<file path="config.mk">
export PLATFORM = sky130hd
export DESIGN_NAME = deque_with_value_removal
export DESIGN_NICKNAME = d
export VERILOG_FILES = /design/src/hw/rtl/dqvr_pkg.sv /design/src/hw/rtl/dqvr_ram.sv /design/src/hw/rtl/dqvr_ring.sv /design/src/hw/rtl/deque_with_value_removal.sv
export SDC_FILE = /design/constraint.sdc
export NUM_CORES = 1
export LEC_CHECK = 0
export BUFFER_PORTS_ARGS = -buffer_cell sky130_fd_sc_hd__buf_2
export CAP_MARGIN = 20
export CORE_MARGIN = 5
export CORE_UTILIZATION = 65
export CTS_CLUSTER_SIZE = 16
export DETAILED_ROUTE_END_ITERATION = 16
export PLACE_DENSITY = 0.83
export SLEW_MARGIN = 10
export SYNTH_ARGS = -nofsm -noshare
export SYNTH_HDL_FRONTEND = slang
export SYNTH_HIERARCHICAL = 1
export SYNTH_SLANG_ARGS = --single-unit
</file>
<file path="constraint.sdc">
create_clock -name clk -period 10.1 [get_ports clk]
set_input_delay 0.505 -clock clk [delete_from_list [all_inputs] [get_ports clk]]
set_output_delay 0.505 -clock clk [all_outputs]
set_load 0.01 [all_outputs]
</file>
<file path="src/hw/rtl/dqvr_pkg.sv">
// Shared opcodes, status codes and field widths for the deque with value removal.
`default_nettype none
package dqvr_pkg;

  localparam int unsigned OP_W     = 3;
  localparam int unsigned VAL_W    = 32;
  localparam int unsigned STATUS_W = 2;
  localparam int unsigned COUNT_W  = 5;
  localparam int unsigned OUT_W    = 40;

  typedef logic [OP_W-1:0]     opcode_t;
  typedef logic [VAL_W-1:0]    value_t;
  typedef logic [STATUS_W-1:0] status_t;

  localparam opcode_t OP_PUSH_FRONT = 3'd0;
  localparam opcode_t OP_PUSH_BACK  = 3'd1;
  localparam opcode_t OP_POP_FRONT  = 3'd2;
  localparam opcode_t OP_POP_BACK   = 3'd3;
  localparam opcode_t OP_REMOVE     = 3'd4;
  localparam opcode_t OP_LIST       = 3'd5;
  localparam opcode_t OP_CLEAR      = 3'd6;

  localparam status_t ST_OK    = 2'd0;
  localparam status_t ST_EMPTY = 2'd1;
  localparam status_t ST_FULL  = 2'd2;

endpackage
`default_nettype wire

</file>
<file path="src/hw/rtl/dqvr_ram.sv">
// Generic single-write, single-read RAM with registered read data.
`default_nettype none
module dqvr_ram #(
  parameter int unsigned WIDTH = 32,
  parameter int unsigned DEPTH = 16
) (
  input  wire logic                     clk,
  input  wire logic                     wr_en,
  input  wire logic [$clog2(DEPTH)-1:0] wr_addr,
  input  wire logic [WIDTH-1:0]         wr_data,
  input  wire logic                     rd_en,
  input  wire logic [$clog2(DEPTH)-1:0] rd_addr,
  output logic      [WIDTH-1:0]         rd_data
);

  logic [WIDTH-1:0] mem_r [DEPTH];

  always_ff @(posedge clk) begin
    if (wr_en) begin
      mem_r[wr_addr] <= wr_data;
    end
    if (rd_en) begin
      rd_data <= mem_r[rd_addr];
    end
  end

endmodule
`default_nettype wire

</file>
<file path="src/hw/rtl/dqvr_ring.sv">
// Ring position unit: (base + offset) modulo DEPTH for in-range operands.
`default_nettype none
module dqvr_ring #(
  parameter int unsigned DEPTH = 16
) (
  input  wire logic [$clog2(DEPTH)-1:0] base,
  input  wire logic [$clog2(DEPTH)-1:0] offset,
  output logic      [$clog2(DEPTH)-1:0] pos
);

  localparam int unsigned AW = $clog2(DEPTH);
  localparam logic [AW:0] DEP = (AW+1)'(DEPTH);

  logic [AW:0] sum;
  logic [AW:0] wrapped;

  always_comb begin
    sum     = {1'b0, base} + {1'b0, offset};
    wrapped = (sum >= DEP) ? (sum - DEP) : sum;
    pos     = wrapped[AW-1:0];
  end

endmodule
`default_nettype wire

</file>
<file path="src/hw/rtl/deque_with_value_removal.sv">
// Top level: deque with value removal, sequencer around the ring RAM.
// Deque of signed 32-bit values held in a ring RAM of DEPTH entries.
// Input channel in_*: tuser = opcode (push front/back, pop front/back,
// remove value, list, clear), tdata = operand value. One transaction is
// taken at a time; in_tready stays low until its last result is loaded
// into the output register.
// Output channel out_*: tdata = read value, status, entry count; tlast
// marks the final result of an operation.
// Push, pop, clear and the unused opcode pass through the execute and
// response states and give a single result. Remove walks the RAM once, one
// entry per cycle through the registered read port. List reads each entry
// in an address state, then a data state that waits on the output register.
// Reset (synchronous, rst_n low) empties the deque and zeroes the head; the
// RAM is not cleared and is only read at live entries.
// A stalled receiver holds the output register; the sequencer waits on it
// and no result is dropped.
`default_nettype none
module deque_with_value_removal #(
  parameter int unsigned DEPTH = 16
) (
  input  wire logic        clk,
  input  wire logic        rst_n,
  input  wire logic        in_tvalid,
  output logic             in_tready,
  input  wire logic [31:0] in_tdata,   // [31:0] operand_value
  input  wire logic [2:0]  in_tuser,   // [2:0] opcode
  output logic             out_tvalid,
  input  wire logic        out_tready,
  output logic      [39:0] out_tdata,  // [31:0] read_value, [33:32] status,
                                       // [38:34] entry_count, [39] zero
  output logic             out_tlast
);

  localparam int unsigned AW = $clog2(DEPTH);
  localparam int unsigned CW = $clog2(DEPTH + 1);

  localparam logic [2:0] S_IDLE = 3'd0;
  localparam logic [2:0] S_EXEC = 3'd1;
  localparam logic [2:0] S_RESP = 3'd2;
  localparam logic [2:0] S_RM   = 3'd3;
  localparam logic [2:0] S_LR   = 3'd4;
  localparam logic [2:0] S_LW   = 3'd5;

  function automatic logic [AW-1:0] ptr_inc(input logic [AW-1:0] p);
    return (p == AW'(DEPTH - 1)) ? '0 : p + AW'(1);
  endfunction

  logic [2:0]             state_r, state_nxt;
  dqvr_pkg::opcode_t      op_r, op_nxt;
  dqvr_pkg::value_t       val_r, val_nxt;
  dqvr_pkg::status_t      status_r, status_nxt;
  logic [AW-1:0]          head_r, head_nxt;
  logic [CW-1:0]          count_r, count_nxt;
  logic [AW-1:0]          rd_ptr_r, rd_ptr_nxt;
  logic [AW-1:0]          wr_ptr_r, wr_ptr_nxt;
  logic [CW-1:0]          idx_r, idx_nxt;
  logic [CW-1:0]          kept_r, kept_nxt;
  logic                   pend_r, pend_nxt;

  logic                   out_valid_r, out_valid_nxt;
  logic [39:0]            out_data_r, out_data_nxt;
  logic                   out_last_r, out_last_nxt;

  logic                   wr_en;
  logic [AW-1:0]          wr_addr;
  dqvr_pkg::value_t       wr_data;
  logic                   rd_en;
  logic [AW-1:0]          rd_addr;
  dqvr_pkg::value_t       rd_data;

  logic [AW-1:0]          ring_off;
  logic [AW-1:0]          ring_pos;
  logic                   slot_free;
  logic                   is_full;
  logic                   is_empty;
  logic [CW+4:0]          cnt_ext;
  logic [CW-1:0]          idx_inc;

  dqvr_ram #(
    .WIDTH (dqvr_pkg::VAL_W),
    .DEPTH (DEPTH)
  ) u_ram (
    .clk     (clk),
    .wr_en   (wr_en),
    .wr_addr (wr_addr),
    .wr_data (wr_data),
    .rd_en   (rd_en),
    .rd_addr (rd_addr),
    .rd_data (rd_data)
  );

  dqvr_ring #(
    .DEPTH (DEPTH)
  ) u_ring (
    .base   (head_r),
    .offset (ring_off),
    .pos    (ring_pos)
  );

  assign slot_free = !out_valid_r || out_tready;
  assign is_full   = (count_r == CW'(DEPTH));
  assign is_empty  = (count_r == '0);
  assign cnt_ext   = {5'b0, count_r};
  assign idx_inc   = idx_r + CW'(1);

  assign in_tready  = (state_r == S_IDLE);
  assign out_tvalid = out_valid_r;
  assign out_tdata  = out_data_r;
  assign out_tlast  = out_last_r;

  always_comb begin
    case (op_r)
      dqvr_pkg::OP_PUSH_FRONT: ring_off = AW'(DEPTH - 1);
      dqvr_pkg::OP_PUSH_BACK:  ring_off = count_r[AW-1:0];
      dqvr_pkg::OP_POP_FRONT:  ring_off = AW'(1);
      default:                 ring_off = '0;
    endcase
  end

  always_comb begin
    state_nxt     = state_r;
    op_nxt        = op_r;
    val_nxt       = val_r;
    status_nxt    = status_r;
    head_nxt      = head_r;
    count_nxt     = count_r;
    rd_ptr_nxt    = rd_ptr_r;
    wr_ptr_nxt    = wr_ptr_r;
    idx_nxt       = idx_r;
    kept_nxt      = kept_r;
    pend_nxt      = pend_r;
    out_valid_nxt = out_valid_r && !out_tready;
    out_data_nxt  = out_data_r;
    out_last_nxt  = out_last_r;
    wr_en         = 1'b0;
    wr_addr       = ring_pos;
    wr_data       = val_r;
    rd_en         = 1'b0;
    rd_addr       = rd_ptr_r;

    unique case (state_r)
      S_IDLE: begin
        if (in_tvalid) begin
          op_nxt    = in_tuser;
          val_nxt   = in_tdata;
          state_nxt = S_EXEC;
        end
      end
      S_EXEC: begin
        status_nxt = dqvr_pkg::ST_OK;
        state_nxt  = S_RESP;
        rd_ptr_nxt = head_r;
        wr_ptr_nxt = head_r;
        idx_nxt    = '0;
        kept_nxt   = '0;
        pend_nxt   = 1'b0;
        case (op_r)
          dqvr_pkg::OP_PUSH_FRONT: begin
            if (is_full) begin
              status_nxt = dqvr_pkg::ST_FULL;
            end else begin
              wr_en     = 1'b1;
              head_nxt  = ring_pos;
              count_nxt = count_r + CW'(1);
            end
          end
          dqvr_pkg::OP_PUSH_BACK: begin
            if (is_full) begin
              status_nxt = dqvr_pkg::ST_FULL;
            end else begin
              wr_en     = 1'b1;
              count_nxt = count_r + CW'(1);
            end
          end
          dqvr_pkg::OP_POP_FRONT: begin
            if (is_empty) begin
              status_nxt = dqvr_pkg::ST_EMPTY;
            end else begin
              head_nxt  = ring_pos;
              count_nxt = count_r - CW'(1);
            end
          end
          dqvr_pkg::OP_POP_BACK: begin
            if (is_empty) begin
              status_nxt = dqvr_pkg::ST_EMPTY;
            end else begin
              count_nxt = count_r - CW'(1);
            end
          end
          dqvr_pkg::OP_REMOVE: begin
            if (is_empty) begin
              status_nxt = dqvr_pkg::ST_EMPTY;
            end else begin
              state_nxt = S_RM;
            end
          end
          dqvr_pkg::OP_LIST: begin
            if (is_empty) begin
              status_nxt = dqvr_pkg::ST_EMPTY;
            end else begin
              state_nxt = S_LR;
            end
          end
          dqvr_pkg::OP_CLEAR: begin
            count_nxt = '0;
            head_nxt  = '0;
          end
          default: begin
          end
        endcase
      end
      S_RESP: begin
        if (slot_free) begin
          out_valid_nxt = 1'b1;
          out_data_nxt  = {1'b0, cnt_ext[4:0], status_r, 32'd0};
          out_last_nxt  = 1'b1;
          state_nxt     = S_IDLE;
        end
      end
      S_RM: begin
        // read stream at rd_ptr, survivors written back compacted at wr_ptr
        rd_en    = (idx_r != count_r);
        pend_nxt = rd_en;
        if (rd_en) begin
          idx_nxt    = idx_inc;
          rd_ptr_nxt = ptr_inc(rd_ptr_r);
        end
        if (pend_r && (rd_data != val_r)) begin
          wr_en      = 1'b1;
          wr_addr    = wr_ptr_r;
          wr_data    = rd_data;
          wr_ptr_nxt = ptr_inc(wr_ptr_r);
          kept_nxt   = kept_r + CW'(1);
        end
        if (!rd_en && !pend_r) begin
          count_nxt = kept_r;
          state_nxt = S_RESP;
        end
      end
      S_LR: begin
        rd_en     = 1'b1;
        state_nxt = S_LW;
      end
      S_LW: begin
        if (slot_free) begin
          out_valid_nxt = 1'b1;
          out_data_nxt  = {1'b0, cnt_ext[4:0], dqvr_pkg::ST_OK, rd_data};
          out_last_nxt  = (idx_inc == count_r);
          idx_nxt       = idx_inc;
          rd_ptr_nxt    = ptr_inc(rd_ptr_r);
          state_nxt     = (idx_inc == count_r) ? S_IDLE : S_LR;
        end
      end
      default: begin
        state_nxt = S_IDLE;
      end
    endcase
  end

  always_ff @(posedge clk) begin
    if (!rst_n) begin
      state_r     <= S_IDLE;
      head_r      <= '0;
      count_r     <= '0;
      out_valid_r <= 1'b0;
      pend_r      <= 1'b0;
    end else begin
      state_r     <= state_nxt;
      head_r      <= head_nxt;
      count_r     <= count_nxt;
      out_valid_r <= out_valid_nxt;
      pend_r      <= pend_nxt;
    end
  end

  always_ff @(posedge clk) begin
    op_r       <= op_nxt;
    val_r      <= val_nxt;
    status_r   <= status_nxt;
    rd_ptr_r   <= rd_ptr_nxt;
    wr_ptr_r   <= wr_ptr_nxt;
    idx_r      <= idx_nxt;
    kept_r     <= kept_nxt;
    out_data_r <= out_data_nxt;
    out_last_r <= out_last_nxt;
  end

endmodule
`default_nettype wire
</file>
==> run_results.csv <==
group,metric,value,unit
placement,gp_congestion,0.811,
sta,finalSetupTns,0,ns
placement,dp_hpwl,31100,um
die,die_h,209,um
sta,fmax,206,MHz
die,rows,72,
route,ant_nets,0,
setup_path,path_cells,"nand2b_1 -> nor2_2 -> nand2_1 -> a21oi_4 -> buf_4 -> mux2_2 -> or3b_2 -> nor2_4",
final_layout,final_cell_mix,"639 x edfxtp_1, 128 x mux4_2, 80 x buf_2, 69 x clkbuf_16, 66 x a22oi_1",
sta,fin_ws,5.24,ns
clocking,clock_path_buffers,3,
setup_path,regToRegStartpoint,"state_r[0]",
setup_path,cpLargestDelayFamily,"simple AND/OR/NAND/NOR gates",
final_layout,drive_above_1_share,27.9,%
setup_path,crit_start,"state_r[0]",
yosys,async_reset_ff_share,0,%
sta,finalHoldViolCount,0,
route,drt-wirelength-per-cell,30.5,um
sta,rsz0062_at_grt,"no",
setup_path,critical_path.reg2reg.endpoint,"u_ram/mem_r[3][12]",
setup_path,crit_path_max_incr_delay,0.92,ns
yosys,seq_area_frac_synth,75.9,%
final_layout,synthToLayoutAreaGrowth,13.0,%
setup_path,crit_type,"reg2reg",
yosys,synth_ff_type,"edfxtp_1",
global_routing,first_global_vias,13655,
clocking,cts.sinks,653,
global_routing,gr-total-overflow,0,
clocking,clk_pin_slew,0.06,ns
power_and_ir_drop,p_per_area,249,mW/mm^2
route,num_vias,13193,
setup_path,cp_max_fo,38,
clocking,cts_tree,"done",
route,dr.pass1.iters,5,
global_routing,grt_max_degree,131,
setup_path,reg2reg_setup_slack,5.24,ns
flow_run,cap_viol_max_count,0,
die,pin_count,82,
route,first_iter_violations,1788,
final_layout,mostFrequentLayoutCell,"edfxtp_1",
yosys,syn-instance-count,1277,
yosys,yosysUniqueCellTypes,52,
min_path,min_path_type,"in2reg",
global_routing,antenna_found_initial,0,
die,fp.dieW,209,um
die,coreArea,0.0388,mm^2
placement,io_buffers,80,
yosys,avgSynthCellArea,20.1,um^2
setup_path,end_kind,"register",
final_layout,diodes,0,
clocking,cts-root-buf,"clkbuf_16",
yosys,syn-cell-area,0.0257,mm^2
sta,maxSlewViolCount,0,
setup_path,critPathCapture,"u_ram/mem_r[3][12]",
yosys,syn_nets,1329,
yosys,synth-edff-count,639,
die,dieArea,0.0435,mm^2
setup_path,critPathRequiredTime,10.28,ns
sta,fin_worst_skew,0.0274,ns
placement,post-place-ws,5.43,ns
setup_path,rr_worst_depth,8,
sta,fin_crit,4.86,ns
yosys,ys_ff_latch,653,
setup_path,cp.buffers_inverters,1,
route,drc,0,
power_and_ir_drop,ir_drop,0.151,mV
outcome,outcome,"complete, no violations",
power_and_ir_drop,p_leak,9.33,nW
final_layout,layout.nets,1442,
clocking,insertion_delay,0.58,ns
clocking,cts-htree-levels,3,
setup_path,cp.depth,8,
sta,worst_slew_pin_slew,1.19,ns
setup_path,arrival,5.04,ns
sta,period_share,48.1,%
route,avgViaCountPerCell,6.75,
yosys,yosys_warnings,6,
clocking,cts_hold_buf,0,
clocking,numCtsBuffers,66,
setup_path,slowest_stage,"nor2_4",
sta,slew_headroom,20.5,%
route,drt_wl_total,59600,um
global_routing,track_usage,27.0,%
setup_path,startpoint_type,"register",
sta,setup_viol,0,
clocking,cts_resized,0,
die,start_util,66.1,%
clocking,post_cts_buffers,0,
global_routing,grt_pass1_wl,87000,um
==> worst min path at each step <==
stage / cells after the start / start / slack [ns] / to
after global placement: 2 / head_r[3] / 0.49 / head_r[3]
after floorplan: 0 / count_r[4] / 0.41 / out_tdata[38]
after detailed placement: 2 / pend_r / 0.51 / pend_r
after CTS: 1 / in_tdata[8] / 0.07 / val_r[8]
final: 1 / in_tdata[8] / 0.1 / val_r[8]
after global routing: 1 / in_tdata[8] / 0.08 / val_r[8]
==> routing by layer <==
metal	global-route usage, %	routed length, um	vias up
met5	0	0	-
met4	9.00	2140	0
met3	4.44	5530	135
met2	45.9	30600	859
met1	36.6	21300	6783
li1	-	-	5416
==> logic make-up (layout without fill, tap and decap cells) <==
group                    count (synthesis)  count (layout)  share of synthesized area, %
flip-flops                             653             653                          75.9
AO/OA/AOI/OAI                          131             131                          3.64
other                                    1               1                        0.0146
XOR/XNOR                                54              54                          1.84
adder cells (fa/ha/maj)                 13              13                         0.693
AND/OR/NAND/NOR                        182             182                          3.65
buffers and inverters                   77             236                          1.36
multiplexers                           166             166                          12.9
==> where the power goes <==
| group | total (mW) | leakage (nW) | switching [mW] | internal [mW] |
|---|---|---|---|---|
| Sequential | 3.39 | 5.91 | 0.123 | 3.27 |
| Combinational | 1.38 | 2.39 | 0.821 | 0.558 |
| Clock | 2.45 | 1.03 | 0.997 | 1.45 |
==> flip-flops by register name, summed over array words and instances, names as in the netlist, 2 cells and up <==
name and cells:
u_ram/mem_r 512, out_tdata 39, u_ram/rd_data 32, val_r 32
count_r 5, idx_r 5, kept_r 5, head_r 4
rd_addr 4, wr_ptr_r 4, op_r 3, state_r 3
status_r 2
==> synthesized netlist by cell type (4+ instances only) <==
library cell	instances	area (um^2)
xor2_1	9	78.8
buf_1	10	37.5
a21o_1	6	45.0
mux4_2	128	2880
mux2_2	37	417
dfxtp_1	14	280
nand2_1	54	203
edfxtp_1	639	19200
ha_1	11	138
nand3_1	10	50.1
and2_1	36	225
o21ai_0	9	45.0
nor3_1	11	55.1
nand3b_1	4	30.0
a21oi_1	26	130
buf_4	12	90.1
nand4_1	9	56.3
xnor2_1	45	394
a22oi_1	66	495
buf_2	11	55.1
nor2_1	28	105
a311oi_1	4	35.0
inv_1	13	48.8
or3b_1	4	35.0
nor2b_1	7	43.8
clkbuf_1	30	113
a211oi_1	7	52.6
nand2b_1	7	43.8
==> final cells by class <==
class / count / area [um^2]
fill: 2025 / 9840
sequential: 653 / 19500
clock inverter: 32 / 375
clock buffer: 82 / 1780
tap: 518 / 648
timing repair buffer: 109 / 668
multi-input combinational: 547 / 6000
inverter: 13 / 48.8
==> stage by stage <==
stage	cell area, um^2	hold slack (ns)	instances	utilization [%]	power (mW)
after global routing	29000	0.0788	1954	74.7	7.47
after global placement	26800	0.494	1837	69.0	4.72
after floorplan	25700	0.406	1277	-	4.38
final	29000	0.0955	1954	74.7	7.22
after detailed placement	26800	0.511	1837	69.0	4.77
after CTS	28900	0.0665	1951	74.5	7.22
==> worst reg2reg max path, delay by kind of cell, from the launching register on <==
family,cells,cell delay [ns]
multiplexers,1,0.46
buffers and inverters,1,0.55
AND/OR/NAND/NOR,5,2.62
flip-flops,1,0.62
AO/OA/AOI/OAI,1,0.18
No activity file was read; power rests on OpenSTA's default activity.
